==> src/sv/bole_pkg.sv <==
package bole_pkg;

   localparam int CAPACITY_DEF    = 16;
   localparam int VALUE_WIDTH_DEF = 32;

   localparam logic [2:0] OP_INS_FRONT = 3'd0;
   localparam logic [2:0] OP_INS_BACK  = 3'd1;
   localparam logic [2:0] OP_FIND      = 3'd2;
   localparam logic [2:0] OP_UPDATE    = 3'd3;
   localparam logic [2:0] OP_REMOVE    = 3'd4;
   localparam logic [2:0] OP_CLEAR     = 3'd5;

   localparam logic [1:0] ST_OK       = 2'd0;
   localparam logic [1:0] ST_NOTFOUND = 2'd1;
   localparam logic [1:0] ST_FULL     = 2'd2;

   // controller -> datapath
   typedef struct packed {
      logic load;     // capture request
      logic execute;  // apply operation to cells
   } dp_cmd_type;

endpackage

==> src/sv/bole_datapath.sv <==
module bole_datapath
   import bole_pkg::*;
#(
   parameter int CAPACITY    = CAPACITY_DEF,
   parameter int VALUE_WIDTH = VALUE_WIDTH_DEF
) (
   input  logic                        clock,
   input  logic                        reset,
   input  dp_cmd_type                  cmd,
   input  logic [2:0]                  req_type,
   input  logic signed [31:0]          key,
   input  logic signed [31:0]          new_value,
   output logic [1:0]                  status,
   output logic [3:0]                  position,
   output logic [4:0]                  entry_count
);

   localparam int CW = $clog2(CAPACITY + 1);
   localparam int IW = $clog2(CAPACITY);

   logic [VALUE_WIDTH-1:0] cell_ff [CAPACITY];
   logic [CW-1:0]          count_ff, count_in;
   logic [2:0]             op_ff;
   logic [VALUE_WIDTH-1:0] key_ff, nv_ff;
   logic [CAPACITY-1:0]    hit_ff;
   logic [1:0]             status_ff, status_in;
   logic [3:0]             pos_ff, pos_in;
   logic [IW-1:0]          m_idx;
   logic                   m_any;
   logic [CAPACITY-1:0]    hit_in;

   // parallel compare of every live cell
   always_comb begin
      for (int i = 0; i < CAPACITY; i++) begin
         hit_in[i] = (CW'(i) < count_ff) &&
                     (cell_ff[i] == VALUE_WIDTH'(signed'(key)));
      end
   end

   // priority encode the registered hits
   always_comb begin
      m_idx = '0;
      m_any = 1'b0;
      for (int i = CAPACITY - 1; i >= 0; i--) begin
         if (hit_ff[i]) begin
            m_idx = IW'(i);
            m_any = 1'b1;
         end
      end
   end

   always_comb begin
      count_in  = count_ff;
      status_in = ST_OK;
      pos_in    = '0;
      case (op_ff)
         OP_INS_FRONT, OP_INS_BACK: begin
            if (count_ff >= CW'(CAPACITY)) begin
               status_in = ST_FULL;
            end else begin
               count_in = count_ff + 1'b1;
               if (op_ff == OP_INS_BACK) pos_in = 4'(count_ff);
            end
         end
         OP_FIND, OP_UPDATE, OP_REMOVE: begin
            if (!m_any) begin
               status_in = ST_NOTFOUND;
            end else begin
               pos_in = 4'(m_idx);
               if (op_ff == OP_REMOVE) count_in = count_ff - 1'b1;
            end
         end
         OP_CLEAR: count_in = '0;
         default: ;
      endcase
   end

   always_ff @(posedge clock) begin
      if (cmd.load) begin
         op_ff  <= req_type;
         key_ff <= VALUE_WIDTH'(signed'(key));
         nv_ff  <= VALUE_WIDTH'(signed'(new_value));
         hit_ff <= hit_in;
      end
      if (cmd.execute) begin
         status_ff <= status_in;
         pos_ff    <= pos_in;
         for (int i = 0; i < CAPACITY; i++) begin
            case (op_ff)
               OP_INS_FRONT: if (count_ff < CW'(CAPACITY)) begin
                  cell_ff[i] <= (i == 0) ? key_ff : cell_ff[(i == 0) ? 0 : i - 1];
               end
               OP_INS_BACK: if (count_ff < CW'(CAPACITY) && CW'(i) == count_ff) begin
                  cell_ff[i] <= key_ff;
               end
               OP_UPDATE: if (m_any && IW'(i) == m_idx) cell_ff[i] <= nv_ff;
               OP_REMOVE: if (m_any && IW'(i) >= m_idx && i < CAPACITY - 1) begin
                  cell_ff[i] <= cell_ff[(i < CAPACITY - 1) ? i + 1 : i];
               end
               default: ;
            endcase
         end
      end
   end

   always_ff @(posedge clock) begin
      if (reset) count_ff <= '0;
      else if (cmd.execute) count_ff <= count_in;
   end

   assign status      = status_ff;
   assign position    = pos_ff;
   assign entry_count = 5'(count_ff);

endmodule

==> src/sv/bole_control.sv <==
module bole_control
   import bole_pkg::*;
(
   input  logic       clock,
   input  logic       reset,
   input  logic       req_valid,
   output logic       req_stall,
   output logic       rsp_valid,
   input  logic       rsp_stall,
   output dp_cmd_type cmd
);

   typedef enum logic [2:0] {
      S_IDLE = 3'b001,
      S_EXEC = 3'b010,
      S_RESP = 3'b100
   } state_type;

   state_type state_ff, state_in;

   assign req_stall   = (state_ff != S_IDLE);
   assign rsp_valid   = (state_ff == S_RESP);
   assign cmd.load    = (state_ff == S_IDLE) && req_valid;
   assign cmd.execute = (state_ff == S_EXEC);

   always_comb begin
      state_in = state_ff;
      case (state_ff)
         S_IDLE: if (req_valid) state_in = S_EXEC;
         S_EXEC: state_in = S_RESP;
         S_RESP: if (!rsp_stall) state_in = S_IDLE;
         default: state_in = S_IDLE;
      endcase
   end

   always_ff @(posedge clock) begin
      if (reset) state_ff <= S_IDLE;
      else state_ff <= state_in;
   end

endmodule

==> src/sv/bounded_ordered_list_engine.sv <==
// Ordered list of up to CAPACITY values held in a row of cells. A request is
// taken (key compared against every live cell at once), applied in the next
// cycle (cells shift or overwrite in one step), and its result is then offered
// until it is taken, through any output stall; one request is handled at a
// time. req_stall is high from acceptance until the result is taken.
module bounded_ordered_list_engine
   import bole_pkg::*;
#(
   parameter int CAPACITY    = CAPACITY_DEF,
   parameter int VALUE_WIDTH = VALUE_WIDTH_DEF
) (
   input  logic               clock,
   input  logic               reset,
   input  logic               req_valid,
   output logic               req_stall,
   input  logic [2:0]         req_type,
   input  logic signed [31:0] req_key,
   input  logic signed [31:0] req_new_value,
   output logic               rsp_valid,
   input  logic               rsp_stall,
   output logic [1:0]         rsp_status,
   output logic [3:0]         rsp_position,
   output logic [4:0]         rsp_entry_count
);

   dp_cmd_type cmd;

   bole_control u_ctrl (
      .clock, .reset, .req_valid, .req_stall, .rsp_valid, .rsp_stall, .cmd
   );

   bole_datapath #(.CAPACITY(CAPACITY), .VALUE_WIDTH(VALUE_WIDTH)) u_dp (
      .clock, .reset, .cmd,
      .req_type, .key(req_key), .new_value(req_new_value),
      .status(rsp_status), .position(rsp_position), .entry_count(rsp_entry_count)
   );

endmodule

==> config.mk <==
export PLATFORM = sky130hd
export DESIGN_NAME = bounded_ordered_list_engine
export DESIGN_NICKNAME = d
export VERILOG_FILES = /design/src/sv/bole_pkg.sv /design/src/sv/bole_datapath.sv /design/src/sv/bole_control.sv /design/src/sv/bounded_ordered_list_engine.sv
export SDC_FILE = /design/constraint.sdc
export NUM_CORES = 2
export LEC_CHECK = 0
export BUFFER_PORTS_ARGS = -buffer_cell sky130_fd_sc_hd__buf_4
export CAP_MARGIN = 5
export CORE_ASPECT_RATIO = 0.75
export CORE_MARGIN = 5
export CORE_UTILIZATION = 59
export CTS_CLUSTER_SIZE = 30
export DETAILED_ROUTE_END_ITERATION = 7
export GPL_ROUTABILITY_DRIVEN = 0
export PLACE_DENSITY = 0.83
export SLEW_MARGIN = 5
export SYNTH_ARGS = -nofsm -noshare
export SYNTH_HDL_FRONTEND = slang
export SYNTH_SLANG_ARGS = --single-unit
==> constraint.sdc <==
create_clock -name clock -period 5.7 [get_ports clock]
set_input_delay 0 -clock clock [delete_from_list [all_inputs] [get_ports clock]]
set_output_delay 0 -clock clock [all_outputs]
set_load 0.02 [all_outputs]
=== Word level (Yosys, flattened, before mapping) ===
Memory sizes are Yosys's and may differ from the RTL's.
Index checks and enable logic that the tools add are counted.

* Register bits after elaboration: 97
* RAM bits: 512
* Bits of input ports: 71
* Output and inout port bits: 13
* Word-level logic and storage cells: 508
* Memories kept: 1

{| class="wikitable"
|+ Memories
! name !! depth !! bits a word !! rd ports !! clocked after memory_dff !! wr ports !! line !! text
|-
| u_dp.cell_ff || 16 || 32 || 16 || 0 || 16 || bole_datapath.sv:21 || <nowiki>logic [VALUE_WIDTH-1:0] cell_ff [CAPACITY];</nowiki>
|}

* Add/sub/neg operators: 2
* $lt $le $gt $ge: 33
* Equality and inequality tests: 60
* Muxes and demuxes: 285
* Bitwise operators: 47
* Reductions and logical operators: 72

{| class="wikitable"
|+ Operators by type and width
! operator !! number
|-
| $mux W32 || 47
|-
| $eq A32 B32 Y1 || 16
|-
| $mux W1 || 209
|-
| $mux W4 || 19
|-
| $logic_and A1 B1 Y1 || 64
|-
| $or A1 B1 Y1 || 47
|-
| $eq A4 B5 Y1 const A || 8
|-
| $lt A4 B5 Y1 const A || 8
|-
| $eq A4 B4 Y1 const A || 8
|-
| $ge A4 B4 Y1 const A || 7
|-
| $eq A3 B5 Y1 const A || 4
|-
| $lt A3 B5 Y1 const A || 4
|-
| $eq A3 B4 Y1 const A || 4
|-
| $ge A3 B4 Y1 const A || 4
|-
| $mux W5 || 3
|-
| $pmux W5 S3 || 1
|-
| $eq A2 B5 Y1 const A || 2
|-
| $lt A1 B5 Y1 const A || 2
|-
| $lt A2 B5 Y1 const A || 2
|-
| $eq A3 B2 Y1 const B || 3
|-
| $eq A3 B3 Y1 const B || 3
|-
| $pmux W3 S3 || 1
|-
| $eq A2 B4 Y1 const A || 2
|-
| $ge A1 B4 Y1 const A || 2
|-
| 23 further kinds || 29
|}

=== Longest topological paths before layout ===
* Word-level depth: 24
* Mapped depth: 11
* Gate-level depth less buffers: 8

=== Hierarchy ===
Synthesis repeated with hierarchy kept, for this count alone.

* Cells, all modules: 3601
* Area, all modules: 41997.8 um^2

{| class="wikitable"
|+ Modules (own cells, without submodules)
! module !! instances !! cells each !! area each (um^2) !! sequential area each (um^2)
|-
| bole_datapath || 1 || 3586 || 41843.9 || 18147.4
|-
| bole_control || 1 || 15 || 153.9 || 60.1
|}

=== Least setup slack after synthesis ===
OpenSTA, ideal clock, no wires.

* Path kind: reg2reg
* Start: reg u_ctrl.state_ff[0]
* End: reg u_dp.hit_ff[0], enable pin
* Setup time: 0.525 ns
* Arrival time: 4.405 ns
* Required time: 5.175 ns
* Path slack: 0.770 ns
* Stages on the path, launching flop included: 3
* Buffers on the path: 0
* Period minus slack after synthesis: 4.930 ns
* Path through: dfxtp_1 or3b_2 nor2_1

{| class="wikitable"
|+ RTL lines
! element !! line !! text
|-
| from (decl) || bole_control.sv:19 || <nowiki>state_type state_ff, state_in;</nowiki>
|-
| from (signal assigned) || bole_control.sv:38 || <nowiki>else state_ff <= state_in;</nowiki>
|-
| to (signal assigned) || bole_datapath.sv:83 || <nowiki>hit_ff <= hit_in;</nowiki>
|-
| to (decl) || bole_datapath.sv:25 || <nowiki>logic [CAPACITY-1:0] hit_ff;</nowiki>
|}

==> results.md <==
* Launch instance of the worst min-delay path: req_new_value[8]
* Fraction of synthesized cell area taken by the top area cell type at 43.6%
* CP Max Fanout at 65
* Post-CTS Hold Fix Bufs at 70
* Post-synthesis area per instance at roughly 9.2 um^2
* Library cell contributing the largest single delay on the critical path: sky130_fd_sc_hd__or2_2
* Number of detailed-routing iterations run before antenna repair at 8
* Setup crit end kind: flop
* Post-Syn Instances at 4495
* DRC violation count after routing at 0
* Number of flip-flops and latches in the synthesized netlist at just over 600
* Chip width at between 300 and 400 um
* TritonCTS clock tree: built
* Final wirelength at 155000 um
* Fin Setup TNS at 0 ps
* Fraction of the mapped netlist area in compound gates at 14.1%
* DPL Wire Length at 108000 um
* Total clock buffers created by CTS at 61
* Critical path buffer and inverter count at 1
* Post-synthesis instance area at 0.0413 mm^2
* Area grow syn2layout at 8.95%
* # H-tree levels at 2
* Largest stage delay, worst path at 740 ps
* PortBufs at 83
* Post-synthesis share of cell area spent on and, or, nand and nor gates at 16.9%
* Core region area at 0.0698 mm^2
* Wire length of the first global-routing pass at between 200000 and 250000 um
* Share of layout cells above drive strength 1 at 9.44%
* GRT Total Usage at about two fifths
* PD cells at 228 mW/mm^2
* Post-cts gate resize count at 0
* Part of the total power dissipated in sequential elements at 50.6%
* Worst-case clock buffer depth at 3
* Top area cells in the synthesized netlist: sky130_fd_sc_hd__edfxtp_1, sky130_fd_sc_hd__nand2_1, sky130_fd_sc_hd__mux2i_1
* Vertical extent of the die at 239 um
* Final period utilization at 69.8%
* Overflow left after global routing at 0
* Endpoint of the worst hold path: u_dp.nv_ff[8]$_DFFE_PP_
* Vias in the first global route at between 30000 and 40000
* Yosys warning total at 0
* Commonest non-fill, non-tap cell in the layout: sky130_fd_sc_hd__nand2_1
* Number of max-slew violations in the final report at 0
* Detailed-route vias per instance at ~7.3
* Cell breakdown of the critical path: nor2_1 -> o21a_1 -> a31o_2 -> nand4_1 -> buf_4 -> nand3_1 -> or2_2
* Number of ports placed on the die boundary at 84
* Fin crit period at around 4000 ps
* Latest clock arrival within the worst-skew pair at ~670 ps
* Maximum vdd drop at ~0.00026 V
* Setup repair after global routing missed its margin: false
* R2r setup slk at 1720 ps
* NumNets Final at 4456
* Die area at 0.0755 mm^2
* Initial antenna violation count at 7
* Synthesized netlist net count at approximately 4600
* Fraction of power spent switching nets at 26.7%
* EDFF count, synth at 601
* Sequential element share of the synthesized area at 44.0%
* Detail-routed net length per standard cell at just under 30 um
* Effective utilization at floorplan at 59.2%
* Arrival time of data at the critical path endpoint at 4270 ps
* Detail Route met3 WL at 33400 um
* Clock network power share at 41.7%
* Net Sw Power at around 2700 uW
* Fraction of registers with async set/reset at 0%
* Startpoint type of the worst setup path: flop
* Outcome: complete, no violations
* Share of the synthesized netlist area taken by xor and xnor gates at 10.8%
* CTS root buffer: sky130_fd_sc_hd__clkbuf_16
* Internal power at 7540 uW
* Leakage Power at 0.0179 uW
* Gate family responsible for the most delay along the worst path: simple AND/OR/NAND/NOR gates
* Top layer reached by signal wires: met5
* Share of cell area taken by muxes after synthesis at 9.52%
* Crit Reg-Reg Startpoint: u_dp.hit_ff[0]$_DFFE_PP_
* Clock transition at path regs at roughly 70 ps
* Overall power after layout at ~10000 uW
* Worst min-delay path class: input pin to flop
* Gate power share at around 7.7%
* Max-cap viol count at 0
* Most used flip-flop cell after synthesis: sky130_fd_sc_hd__edfxtp_1
* Iteration-0 DRC count of the detailed router at 8515
* Remaining number of nets flagged by the antenna check after routing at 0
* Number of vias after detailed routing at between 30000 and 40000
* Number of library cell types mapped by synthesis at 76
* Total routed wire length on the met1 layer at around 53000 um
* Slew at the pin with the worst max-slew slack at about 1400 ps
* Adder-cell share of the synthesized area at 0.242%
* Cells on worst reg2reg path at 7
* Cell type with the largest total area after synthesis: sky130_fd_sc_hd__edfxtp_1
* Number of setup buffers added after CTS at 0
* Slew margin rel. at 7.75%
* Detailed-routed wire length on met2 at 60500 um
* Clock sinks at a little over 600
* Final Hold Fails at 0
* Core Rows at between 80 and 90
* Worst Hold Depth at 2
* Worst Path Class, Setup: flop to flop
* Reg-to-Reg End: u_dp.cell_ff[1][196]$_DFFE_PP_
* Fmax at 251 MHz
* Most frequent cells in the layout: sky130_fd_sc_hd__nand2_1, sky130_fd_sc_hd__edfxtp_1, sky130_fd_sc_hd__o21ai_0, sky130_fd_sc_hd__mux2i_1, sky130_fd_sc_hd__xor2_1
* Maximum number of pins on one net before global-route repair at 97
* Number of failing setup endpoints in the final timing report at 0
* Critical Path RT at 5990 ps
* Largest clock skew in the final design at 16.6 ps
* Dominant combinational cell family by area after synthesis: simple AND/OR/NAND/NOR gates
[state kept, by name, summed over array words and instances (netlist names), 3 cells and up]
signal	cells
u_ctrl.state_ff	3
u_dp.nv_ff	32
u_dp.entry_count	5
u_dp.position	4
u_dp.key_ff	32
u_dp.op_ff	3
u_dp.cell_ff	512
u_dp.hit_ff	16
[synthesized netlist by cell type (all sizes together) (71+ instances only)]
| master | n |
|---|---|
| a21oi | 178 |
| and3 | 71 |
| buf | 138 |
| clkbuf | 285 |
| edfxtp | 601 |
| mux2i | 320 |
| nand2 | 922 |
| nand3 | 130 |
| nand4 | 90 |
| nor2 | 210 |
| nor4 | 85 |
| o21ai | 521 |
| xnor2 | 252 |
| xor2 | 260 |
[area by class of cell]
| class | count | area (um^2) |
|---|---|---|
| clock inverters | 49 | 478 |
| multi-input cells | 3451 | 21600 |
| well taps | 946 | 1180 |
| diodes | 1 | 2.50 |
| flip-flops and latches | 609 | 18200 |
| inverters | 12 | 46.3 |
| fillers | 5403 | 24700 |
| repair buffers | 242 | 1990 |
| clock buffers | 67 | 1550 |
[how the worst max path moves through the flow]
stage                                     from                              to  slack (ps)  cells after the start
2_1_floorplan  u_ctrl.state_ff[0]$_SDFFE_PP1P_        u_dp.hit_ff[0]$_DFFE_PP_         770                      2
3_3_place_gp          u_dp.hit_ff[0]$_DFFE_PP_  u_dp.cell_ff[1][194]$_DFFE_PP_        1840                      7
3_5_place_dp          u_dp.hit_ff[0]$_DFFE_PP_  u_dp.cell_ff[1][197]$_DFFE_PP_        1800                      7
4_1_cts               u_dp.hit_ff[0]$_DFFE_PP_  u_dp.cell_ff[1][212]$_DFFE_PP_        1800                      7
5_1_grt               u_dp.hit_ff[0]$_DFFE_PP_  u_dp.cell_ff[1][196]$_DFFE_PP_        1580                      7
6_report              u_dp.hit_ff[0]$_DFFE_PP_  u_dp.cell_ff[1][196]$_DFFE_PP_        1720                      7
[per-layer routing]
metal  global-route usage (%)  vias up
li1                         -    15817
met5                     1.20        -
met1                     52.7    18179
met3                     22.1      812
met4                     13.1       12
met2                     54.1     4201
[worst register-to-register path, stage by stage, from the launching register on]
cell                       delay [ps]
sky130_fd_sc_hd__edfxtp_1         630
sky130_fd_sc_hd__nor2_1           480
sky130_fd_sc_hd__o21a_1           260
sky130_fd_sc_hd__a31o_2           610
sky130_fd_sc_hd__nand4_1          280
sky130_fd_sc_hd__buf_4            390
sky130_fd_sc_hd__nand3_1          180
sky130_fd_sc_hd__or2_2            740
[kinds of logic after synthesis]
group / after synthesis
adder cells (fa/ha/maj): 8
XOR/XNOR: 512
multiplexers: 385
buffers and inverters: 435
AND/OR/NAND/NOR: 1564
AO/OA/AOI/OAI: 982
flip-flops: 609
[metrics by stage]
step / util [%] / instance area (um^2) / hold WS [ps] / setup slack [ps] / cells
global placement: 60.6 / 42300 / 178 / 1840 / 5190
finish: 64.5 / 45000 / 41.7 / 1720 / 5377
floorplan: - / 41300 / 98.9 / 770 / 4495
detailed placement: 60.6 / 42300 / 180 / 1800 / 5190
global route: 64.5 / 45000 / 53.4 / 1580 / 5376
CTS: 64.5 / 45000 / 39.4 / 1800 / 5376
[power by group through the flow]
stage | clock network [uW] | registers (uW) | logic [uW]
floorplan | 0 | 5110 | 475
global placement | 0 | 5270 | 679
detailed placement | 0 | 5270 | 690
CTS | 4220 | 5170 | 736
global route | 4410 | 5180 | 806
finish | 4280 | 5200 | 797
No activity file was read; power rests on OpenSTA's default activity.
